[src/swprs_pkg.sv]
// shared types, codes and sizes for the stop-and-wait partial reliability sender
package swprs_pkg;

    // outcome window length and derived widths
    localparam int WINDOW_LEN = 10;
    localparam int WPOS_W     = (WINDOW_LEN > 1) ? $clog2(WINDOW_LEN) : 1;
    localparam int ONES_W     = $clog2(WINDOW_LEN + 1);

    // fixed field widths
    localparam int MODE_W     = 2;
    localparam int THRESH_W   = 7;
    localparam int TICKS_W    = 16;
    localparam int NUM_W      = 32;
    localparam int CFG_IDX_W  = 2;
    localparam int CFG_DATA_W = 16;

    // configuration register indexes
    localparam logic [CFG_IDX_W-1:0] CFG_MODE    = 2'd0;
    localparam logic [CFG_IDX_W-1:0] CFG_THRESH  = 2'd1;
    localparam logic [CFG_IDX_W-1:0] CFG_TIMEOUT = 2'd2;

    // reset values of the configuration registers
    localparam logic [MODE_W-1:0]   MODE_RESET    = 2'd2;
    localparam logic [THRESH_W-1:0] THRESH_RESET  = 7'd9;
    localparam logic [TICKS_W-1:0]  TIMEOUT_RESET = 16'd1000;

    // reliability modes
    localparam logic [MODE_W-1:0] MODE_NONE = 2'd0;
    localparam logic [MODE_W-1:0] MODE_FULL = 2'd1;

    // request kinds
    localparam logic [1:0] ACT_SEND = 2'd0;
    localparam logic [1:0] ACT_PDU  = 2'd1;
    localparam logic [1:0] ACT_TICK = 2'd2;

    // emitted pdu kinds
    localparam logic [1:0] EMIT_NONE = 2'd0;
    localparam logic [1:0] EMIT_DATA = 2'd1;
    localparam logic [1:0] EMIT_ACK  = 2'd2;

    // outcome codes
    localparam logic [1:0] OC_NONE      = 2'd0;
    localparam logic [1:0] OC_DELIVERED = 2'd1;
    localparam logic [1:0] OC_LOSS      = 2'd2;
    localparam logic [1:0] OC_BUSY_ERR  = 2'd3;

    localparam logic [TICKS_W-1:0] TICK_MAX = {TICKS_W{1'b1}};

    typedef struct packed {
        logic [1:0]       action;
        logic             rx_ack_flag;
        logic             rx_syn_flag;
        logic [NUM_W-1:0] rx_ack_number;
        logic [NUM_W-1:0] rx_seq_number;
    } item_t;

    typedef struct packed {
        logic [1:0]       emit_kind;
        logic             emit_seq_bit;
        logic [NUM_W-1:0] emit_ack_number;
        logic             done_res;
        logic [1:0]       outcome;
    } result_t;

    typedef struct packed {
        logic [MODE_W-1:0]   mode;
        logic [THRESH_W-1:0] threshold;
        logic [TICKS_W-1:0]  timeout;
    } cfg_t;

    // request to record one outcome in the window
    typedef struct packed {
        logic rec;
        logic success;
    } win_req_t;

endpackage

[src/swprs_window.sv]
// circular outcome window with success count and loss acceptance compare
module swprs_window
    import swprs_pkg::*;
(
    input  logic                aclk,
    input  logic                aresetn,
    input  win_req_t            win_req,
    input  logic [THRESH_W-1:0] threshold,
    output logic                loss_ok
);

    logic [WINDOW_LEN-1:0] window_reg, window_next;
    logic [WPOS_W-1:0]     pos_reg, pos_next;
    logic [ONES_W-1:0]     ones;

    always_comb begin
        ones = '0;
        for (int i = 0; i < WINDOW_LEN; i++) begin
            ones = ones + ONES_W'(window_reg[i]);
        end
    end

    assign loss_ok = (THRESH_W'(ones) >= threshold);

    always_comb begin
        window_next = window_reg;
        pos_next    = pos_reg;
        if (win_req.rec) begin
            window_next[pos_reg] = win_req.success;
            if (pos_reg == WPOS_W'(WINDOW_LEN - 1)) begin
                pos_next = '0;
            end else begin
                pos_next = pos_reg + 1'b1;
            end
        end
    end

    always_ff @(posedge aclk) begin
        if (!aresetn) begin
            window_reg <= '0;
            pos_reg    <= '0;
        end else begin
            window_reg <= window_next;
            pos_reg    <= pos_next;
        end
    end

endmodule

[src/swprs_ctrl.sv]
// sender state, timeout counter and per-request decision logic
module swprs_ctrl
    import swprs_pkg::*;
(
    input  logic     aclk,
    input  logic     aresetn,
    input  logic     fire,
    input  item_t    item,
    input  cfg_t     cfg,
    input  logic     loss_ok,
    output win_req_t win_req,
    output logic     res_valid,
    output result_t  res
);

    logic               busy_reg, busy_next;
    logic               seq_reg, seq_next;
    logic [TICKS_W-1:0] tick_reg, tick_next;
    logic [TICKS_W-1:0] limit;
    logic [TICKS_W-1:0] tick_inc;
    logic               partial;
    logic               ack_match;

    assign partial   = (cfg.mode != MODE_NONE) && (cfg.mode != MODE_FULL);
    assign limit     = (cfg.timeout == '0) ? TICKS_W'(1) : cfg.timeout;
    assign tick_inc  = (tick_reg < TICK_MAX) ? tick_reg + 1'b1 : tick_reg;
    assign ack_match = item.rx_ack_flag && (item.rx_ack_number == NUM_W'(seq_reg));

    always_comb begin
        busy_next   = busy_reg;
        seq_next    = seq_reg;
        tick_next   = tick_reg;
        win_req     = '0;
        res_valid   = 1'b0;
        res         = '0;
        unique case (item.action)
            ACT_SEND: begin
                res_valid = 1'b1;
                if (busy_reg) begin
                    res.outcome = OC_BUSY_ERR;
                end else begin
                    res.emit_kind    = EMIT_DATA;
                    res.emit_seq_bit = seq_reg;
                    if (cfg.mode == MODE_NONE) begin
                        res.done_res = 1'b1;
                        res.outcome  = OC_DELIVERED;
                    end else begin
                        busy_next = 1'b1;
                        tick_next = '0;
                    end
                end
            end
            ACT_PDU: begin
                if (busy_reg) begin
                    tick_next = '0;
                    if (ack_match) begin
                        seq_next        = ~seq_reg;
                        busy_next       = 1'b0;
                        win_req.rec     = partial;
                        win_req.success = 1'b1;
                        res_valid       = 1'b1;
                        res.done_res    = 1'b1;
                        res.outcome     = OC_DELIVERED;
                    end else if (item.rx_ack_flag && item.rx_syn_flag) begin
                        res_valid           = 1'b1;
                        res.emit_kind       = EMIT_ACK;
                        res.emit_ack_number = item.rx_seq_number;
                    end
                end
            end
            ACT_TICK: begin
                if (busy_reg) begin
                    tick_next = tick_inc;
                    if (tick_inc >= limit) begin
                        tick_next = '0;
                        res_valid = 1'b1;
                        if (partial && loss_ok) begin
                            win_req.rec     = 1'b1;
                            win_req.success = 1'b0;
                            busy_next       = 1'b0;
                            res.done_res    = 1'b1;
                            res.outcome     = OC_LOSS;
                        end else begin
                            res.emit_kind    = EMIT_DATA;
                            res.emit_seq_bit = seq_reg;
                        end
                    end
                end
            end
            default: begin
                // unused request code, ignored
            end
        endcase
        if (!fire) begin
            busy_next = busy_reg;
            seq_next  = seq_reg;
            tick_next = tick_reg;
            win_req   = '0;
            res_valid = 1'b0;
        end
    end

    always_ff @(posedge aclk) begin
        if (!aresetn) begin
            busy_reg <= 1'b0;
            seq_reg  <= 1'b0;
            tick_reg <= '0;
        end else begin
            busy_reg <= busy_next;
            seq_reg  <= seq_next;
            tick_reg <= tick_next;
        end
    end

endmodule

[src/stop_wait_partial_reliability_sender.sv]
// top level: input register, configuration registers, control and result register
//
// sender side of an alternating-bit stop-and-wait link with partial reliability
// input channel (s_valid/s_ready): one request per beat - a send request, a
//   received pdu header or a timer tick, selected by s_action
// result channel (m_valid/m_ready): zero or one result per request, carrying
//   the pdu to emit, the done flag and the outcome of the pending send
// configuration: cfg_we writes cfg_data into register cfg_index
//   (0 reliability mode, 1 accept threshold, 2 timeout ticks); write only
//   while no request is in flight
// latency: two cycles from request to result, one in the input register,
//   one through the decision logic into the result register
// throughput: one request per cycle, set by the single decision stage that
//   reads and updates the sender state for each request
// reset (aresetn low, synchronous): idle, sequence bit 0, window cleared,
//   configuration back to mode 2, threshold 9, timeout 1000
// receiver stall: a held result keeps the input register full, s_ready
//   then drops until the result is taken
module stop_wait_partial_reliability_sender
    import swprs_pkg::*;
(
    input  logic                  aclk,
    input  logic                  aresetn,
    // configuration write port
    input  logic                  cfg_we,
    input  logic [CFG_IDX_W-1:0]  cfg_index,
    input  logic [CFG_DATA_W-1:0] cfg_data,
    // request channel
    input  logic                  s_valid,
    output logic                  s_ready,
    input  logic [1:0]            s_action,
    input  logic                  s_rx_ack_flag,
    input  logic                  s_rx_syn_flag,
    input  logic [NUM_W-1:0]      s_rx_ack_number,
    input  logic [NUM_W-1:0]      s_rx_seq_number,
    // result channel
    output logic                  m_valid,
    input  logic                  m_ready,
    output logic [1:0]            m_emit_kind,
    output logic                  m_emit_seq_bit,
    output logic [NUM_W-1:0]      m_emit_ack_number,
    output logic                  m_done_res,
    output logic [1:0]            m_outcome
);

    cfg_t     cfg_reg, cfg_next;
    logic     in_valid_reg, in_valid_next;
    item_t    in_item_reg, in_item_next;
    logic     out_valid_reg, out_valid_next;
    result_t  out_res_reg, out_res_next;
    logic     advance;
    logic     loss_ok;
    win_req_t win_req;
    logic     res_valid;
    result_t  res;

    // configuration registers, upper data bits dropped per register width
    always_comb begin
        cfg_next = cfg_reg;
        if (cfg_we) begin
            unique case (cfg_index)
                CFG_MODE:    cfg_next.mode      = cfg_data[MODE_W-1:0];
                CFG_THRESH:  cfg_next.threshold = cfg_data[THRESH_W-1:0];
                CFG_TIMEOUT: cfg_next.timeout   = cfg_data[TICKS_W-1:0];
                default: begin
                    // no register at this index
                end
            endcase
        end
    end

    // the held request goes through once the result slot is free or draining
    assign advance = in_valid_reg && (!out_valid_reg || m_ready);
    assign s_ready = !in_valid_reg || advance;

    always_comb begin
        in_valid_next = in_valid_reg;
        in_item_next  = in_item_reg;
        if (s_valid && s_ready) begin
            in_valid_next              = 1'b1;
            in_item_next.action        = s_action;
            in_item_next.rx_ack_flag   = s_rx_ack_flag;
            in_item_next.rx_syn_flag   = s_rx_syn_flag;
            in_item_next.rx_ack_number = s_rx_ack_number;
            in_item_next.rx_seq_number = s_rx_seq_number;
        end else if (advance) begin
            in_valid_next = 1'b0;
        end
    end

    // result register; requests with no result leave it untouched
    always_comb begin
        out_valid_next = out_valid_reg;
        out_res_next   = out_res_reg;
        if (advance && res_valid) begin
            out_valid_next = 1'b1;
            out_res_next   = res;
        end else if (m_ready) begin
            out_valid_next = 1'b0;
        end
    end

    swprs_ctrl u_ctrl (
        .aclk      (aclk),
        .aresetn   (aresetn),
        .fire      (advance),
        .item      (in_item_reg),
        .cfg       (cfg_reg),
        .loss_ok   (loss_ok),
        .win_req   (win_req),
        .res_valid (res_valid),
        .res       (res)
    );

    swprs_window u_window (
        .aclk      (aclk),
        .aresetn   (aresetn),
        .win_req   (win_req),
        .threshold (cfg_reg.threshold),
        .loss_ok   (loss_ok)
    );

    always_ff @(posedge aclk) begin
        if (!aresetn) begin
            cfg_reg.mode      <= MODE_RESET;
            cfg_reg.threshold <= THRESH_RESET;
            cfg_reg.timeout   <= TIMEOUT_RESET;
            in_valid_reg      <= 1'b0;
            out_valid_reg     <= 1'b0;
        end else begin
            cfg_reg       <= cfg_next;
            in_valid_reg  <= in_valid_next;
            out_valid_reg <= out_valid_next;
        end
    end

    // payload registers, no reset needed
    always_ff @(posedge aclk) begin
        in_item_reg <= in_item_next;
        out_res_reg <= out_res_next;
    end

    assign m_valid           = out_valid_reg;
    assign m_emit_kind       = out_res_reg.emit_kind;
    assign m_emit_seq_bit    = out_res_reg.emit_seq_bit;
    assign m_emit_ack_number = out_res_reg.emit_ack_number;
    assign m_done_res        = out_res_reg.done_res;
    assign m_outcome         = out_res_reg.outcome;

endmodule
[config.mk]
export PLATFORM = sky130hd
export DESIGN_NAME = stop_wait_partial_reliability_sender
export DESIGN_NICKNAME = d
export VERILOG_FILES = /design/src/swprs_pkg.sv /design/src/swprs_window.sv /design/src/swprs_ctrl.sv /design/src/stop_wait_partial_reliability_sender.sv
export SDC_FILE = /design/constraint.sdc
export NUM_CORES = 1
export LEC_CHECK = 0
export BUFFER_PORTS_ARGS = -buffer_cell sky130_fd_sc_hd__buf_2
export CORE_UTILIZATION = 50
export DETAILED_ROUTE_END_ITERATION = 12
export PLACE_DENSITY = 0.83
export SYNTH_ARGS = -nofsm -noshare
export SYNTH_HDL_FRONTEND = slang
export SYNTH_HIERARCHICAL = 1
export SYNTH_SLANG_ARGS = --single-unit
[constraint.sdc]
create_clock -name aclk -period 5.3 [get_ports aclk]
set_input_delay 0.53 -clock aclk [delete_from_list [all_inputs] [get_ports aclk]]
set_output_delay 0.53 -clock aclk [all_outputs]
set_load 0.02 [all_outputs]
==> summary.txt <==
Setup path
  – Worst-path maximum fanout: 6
  – Worst path required time: ~5.6 ns
  – Worst path depth: 18
  – Cell repeated most along the worst path: fa_1
  – Critical Path End Type: flip-flop
  – CP peak stage delay: between 0.5 and 0.6 ns
  – Crit Path Class: reg -> reg
  – CP bufs+invs: 1
  – FF-to-FF path depth: 18
  – Worst EP arrival: around 5.2 ns
  – Crit-path cells: inv_1, fa_1, fa_1, fa_1, fa_1, fa_1, xor2_1, ha_1, o21ai_0, a21oi_1, o31a_1, nand2_1, nor2_1, nand3_1, a21oi_4, nand3_1, o311ai_0, o41ai_1
  – CP top delay family: adder cells
  – CP Launch Type: flip-flop
  – Slowest-stage cell, CP: fa_1

Logic synthesis
  – Synth area leaders: edfxtp_1, dfxtp_1, ha_1
  – Adder-cell share of the synthesized area: 0.0671
  – Mapped Cells: 617
  – Syn_area_per_cell: around 12 sq um
  – Top-area cell type share of the netlist area: 0.431
  – Yosys warning count: 6
  – Yosys cell types: a little over 70
  – Synth area leader: edfxtp_1
  – Synth Area in Compound Gates: 0.0831
  – Post-Synth XOR/XNOR Area: 0.0131
  – EDFF count, synth: between 100 and 150
  – Sequential area share after synthesis: 0.591
  – Largest family of logic cells by synthesized area: simple AND/OR/NAND/NOR gates
  – Main synth FF type: edfxtp_1
  – FF+latch count, synth: around 170
  – Synth Area in Simple Gates: 0.159
  – Post-synth top cells: edfxtp_1, nand2_1, dfxtp_1
  – Synth Cell Area: roughly 7400 sq um
  – Multiplexer share of the synthesized area: 0.0424
  – Post-synth net total: between 700 and 800
  – Most common cell in the netlist: edfxtp_1
  – Asr flop ratio synth: 0

STA
  – Final Hold Vio Count: 0
  – RSZ-0062 raised after global routing: no
  – Worst Tran Pin Value: 0.949 ns
  – Slew headroom: 0.365
  – # setup viols final: 0
  – Final worst slack: around 0.36 ns
  – Setup TNS Final: 0 ns
  – Layout Skew: approximately 0.011 ns
  – Max Freq: 0.202 GHz
  – Slew Viols, Final: 0
  – Period utilisation layout: 0.932
  – Crit path time final: 4.94 ns

Route
  – DRT iter0 DRCs: 259
  – ANT nets after route: 0
  – DRC: 0
  – Post-Route WL: 14,700 um
  – Vias/cell: approximately 5.3
  – Detailed-router iteration count before antenna repair: 5
  – Routed length per instance: ~16 um
  – Via count: approximately 5,000

Min path
  – Worst Hold Class: in -> reg
  – Worst Hold Depth: 1

Global route
  – Vias in the first global route: slightly below 5,000
  – Initial antenna violation count: 0
  – GR Util All Layers: 0.199
  – Grt total ovfl: 0
  – First-pass GRT wire length: approximately 23,000 um
  – Pin count of the biggest net entering global routing: 64

Final layout
  – Fillers: between 1,000 and 1,500
  – Diode count: 0
  – Nets: 875
  – Max FFs per register: 68
  – Final Core Density: 0.606
  – Layout cell share with drive strength beyond 1: 0.239
  – Syn-to-layout area delta: 18.8%

Clock network
  – H-tree depth: 4
  – Root Driver: clkbuf_16
  – Clk slew on worst S/H paths: approximately 0.07 ns
  – TritonCTS clock tree: done
  – CTS Buffer Depth: 2
  – Cts hold-fix bufs: 0
  – CTS buffer count: 17
  – Number of gates resized after CTS: 0
  – Sink Count: 165
  – Post-CTS setup buffer count: 0
  – Clock Latency Late Sink: ~0.42 ns

Placed design
  – Hpwl dp: approximately 10,000 um
  – Pre-CTS WS: roughly 0.35 ns
  – GPL Wtd Cong: approximately 0.86
  – IO buf count: 130

Power and ir drop
  – IR drop worst, VDD: around 0.19 mV
  – Final Power: 2.77 mW
  – Sw Share: 0.224
  – Pwr dens: roughly 320 nW/um^2
  – Clock network fraction of total power: 0.427
  – P_sw: 0.621 mW
  – Cell-internal power: about 2.1 mW
  – Flop pwr share: 0.524
  – Gate power share: 0.050
  – Lkg Pwr: about 3.5 nW

Die
  – Chip height: between 100 and 150 um
  – DIE WIDTH: 123 um
  – Io pins: 131
  – Row count: 44
  – Initial Util: 0.510
  – Die area: around 15,000 sq um
  – Core footprint: about 14,000 sq um

Run status
  – Status: finished, final reports clean

Flow run
  – Max-cap violations: 0
[worst paths after layout]
path | start | end | slack [ns]
hold reg to reg | u_window/window_reg[4] | u_window/window_reg[4] | 0.47
hold / removal | s_rx_seq_number[29] | in_item_reg[29] | 0.28
setup reg to reg | u_window/window_reg[2] | u_window/window_reg[3] | 0.36
setup / recovery | u_window/window_reg[2] | u_window/window_reg[3] | 0.36
[worst register-to-register path, cell delays in order (launching register included)]
cell and delay, ns:
dfxtp_1 0.33, inv_1 0.07, fa_1 0.49, fa_1 0.53
fa_1 0.43, fa_1 0.42, fa_1 0.39, xor2_1 0.15
ha_1 0.28, o21ai_0 0.08, a21oi_1 0.18, o31a_1 0.15
nand2_1 0.07, nor2_1 0.14, nand3_1 0.17, a21oi_4 0.25
nand3_1 0.19, o311ai_0 0.35, o41ai_1 0.13
[per-stage QoR]
stage | hold WS, ns | cells | instance area, sq um
floorplan | 0.435 | 617 | 7380
detailed placement | 0.454 | 913 | 8190
global placement | 0.447 | 913 | 8190
global route | 0.263 | 945 | 8770
finish | 0.284 | 945 | 8770
CTS | 0.272 | 945 | 8760
[metal layers]
layer / up-vias / GRT usage / part of all wire
li1: 2476 / - / -
met1: 2383 / 0.250 / 0.43
met2: 136 / 0.339 / 0.51
met3: 14 / 0.0480 / 0.042
met4: 0 / 0.0602 / 0.014
met5: - / 0 / 0
[final cells by class]
| type | count | area [sq um] | share of cell area |
|---|---|---|---|
| Sequential cell | 165 | 4360 | 0.498 |
| Clock inverter | 14 | 141 | 0.0161 |
| Clock buffer | 18 | 429 | 0.0489 |
| Tap cell | 184 | 230 | 0.0263 |
| Inverter | 54 | 203 | 0.0231 |
| Multi-Input combinational cell | 376 | 2710 | 0.309 |
| Timing Repair Buffer | 134 | 693 | 0.0791 |
[logic make-up (layout without fill, tap and decap cells)]
group / count (synthesis) / after routing
mux: 31 / 31
fa+ha+maj: 36 / 36
buf+inv: 76 / 220
flops: 165 / 165
compound gates: 84 / 84
simple gates: 214 / 214
xor+xnor: 11 / 11
[layout by cell type (no fill, tap or decap), drive strengths merged, types with 3 or more instances in the layout]
cell and n:
a21oi 16, nand3b 3, nand4 7, nor2b 9, mux2i 29, nor4 14
nand2 69, edfxtp 106, nand4b 5, and2 37, o211ai 6, nor3 8
and3 3, buf 134, nand2b 7, inv 61, xnor2 7, nand3 15
o21a 4, clkbuf 18, o21ai 16, clkinv 4, a21o 4, o21bai 3
xor2 4, a211o 4, dfxtp 59, nor3b 4, a22o 10, nor2 23
fa 6, ha 30
[power groups by stage]
| stage | Clock [mW] | Combinational (mW) | Sequential [mW] |
|---|---|---|---|
| final | 1.18 | 0.138 | 1.45 |
| after global routing | 1.25 | 0.154 | 1.45 |
| after global placement | 0 | 0.134 | 1.47 |
| after detailed placement | 0 | 0.138 | 1.48 |
| after CTS | 1.20 | 0.139 | 1.45 |
| after floorplan | 0 | 0.0814 | 1.47 |
Note: power is estimated with default switching activity, not from simulation.
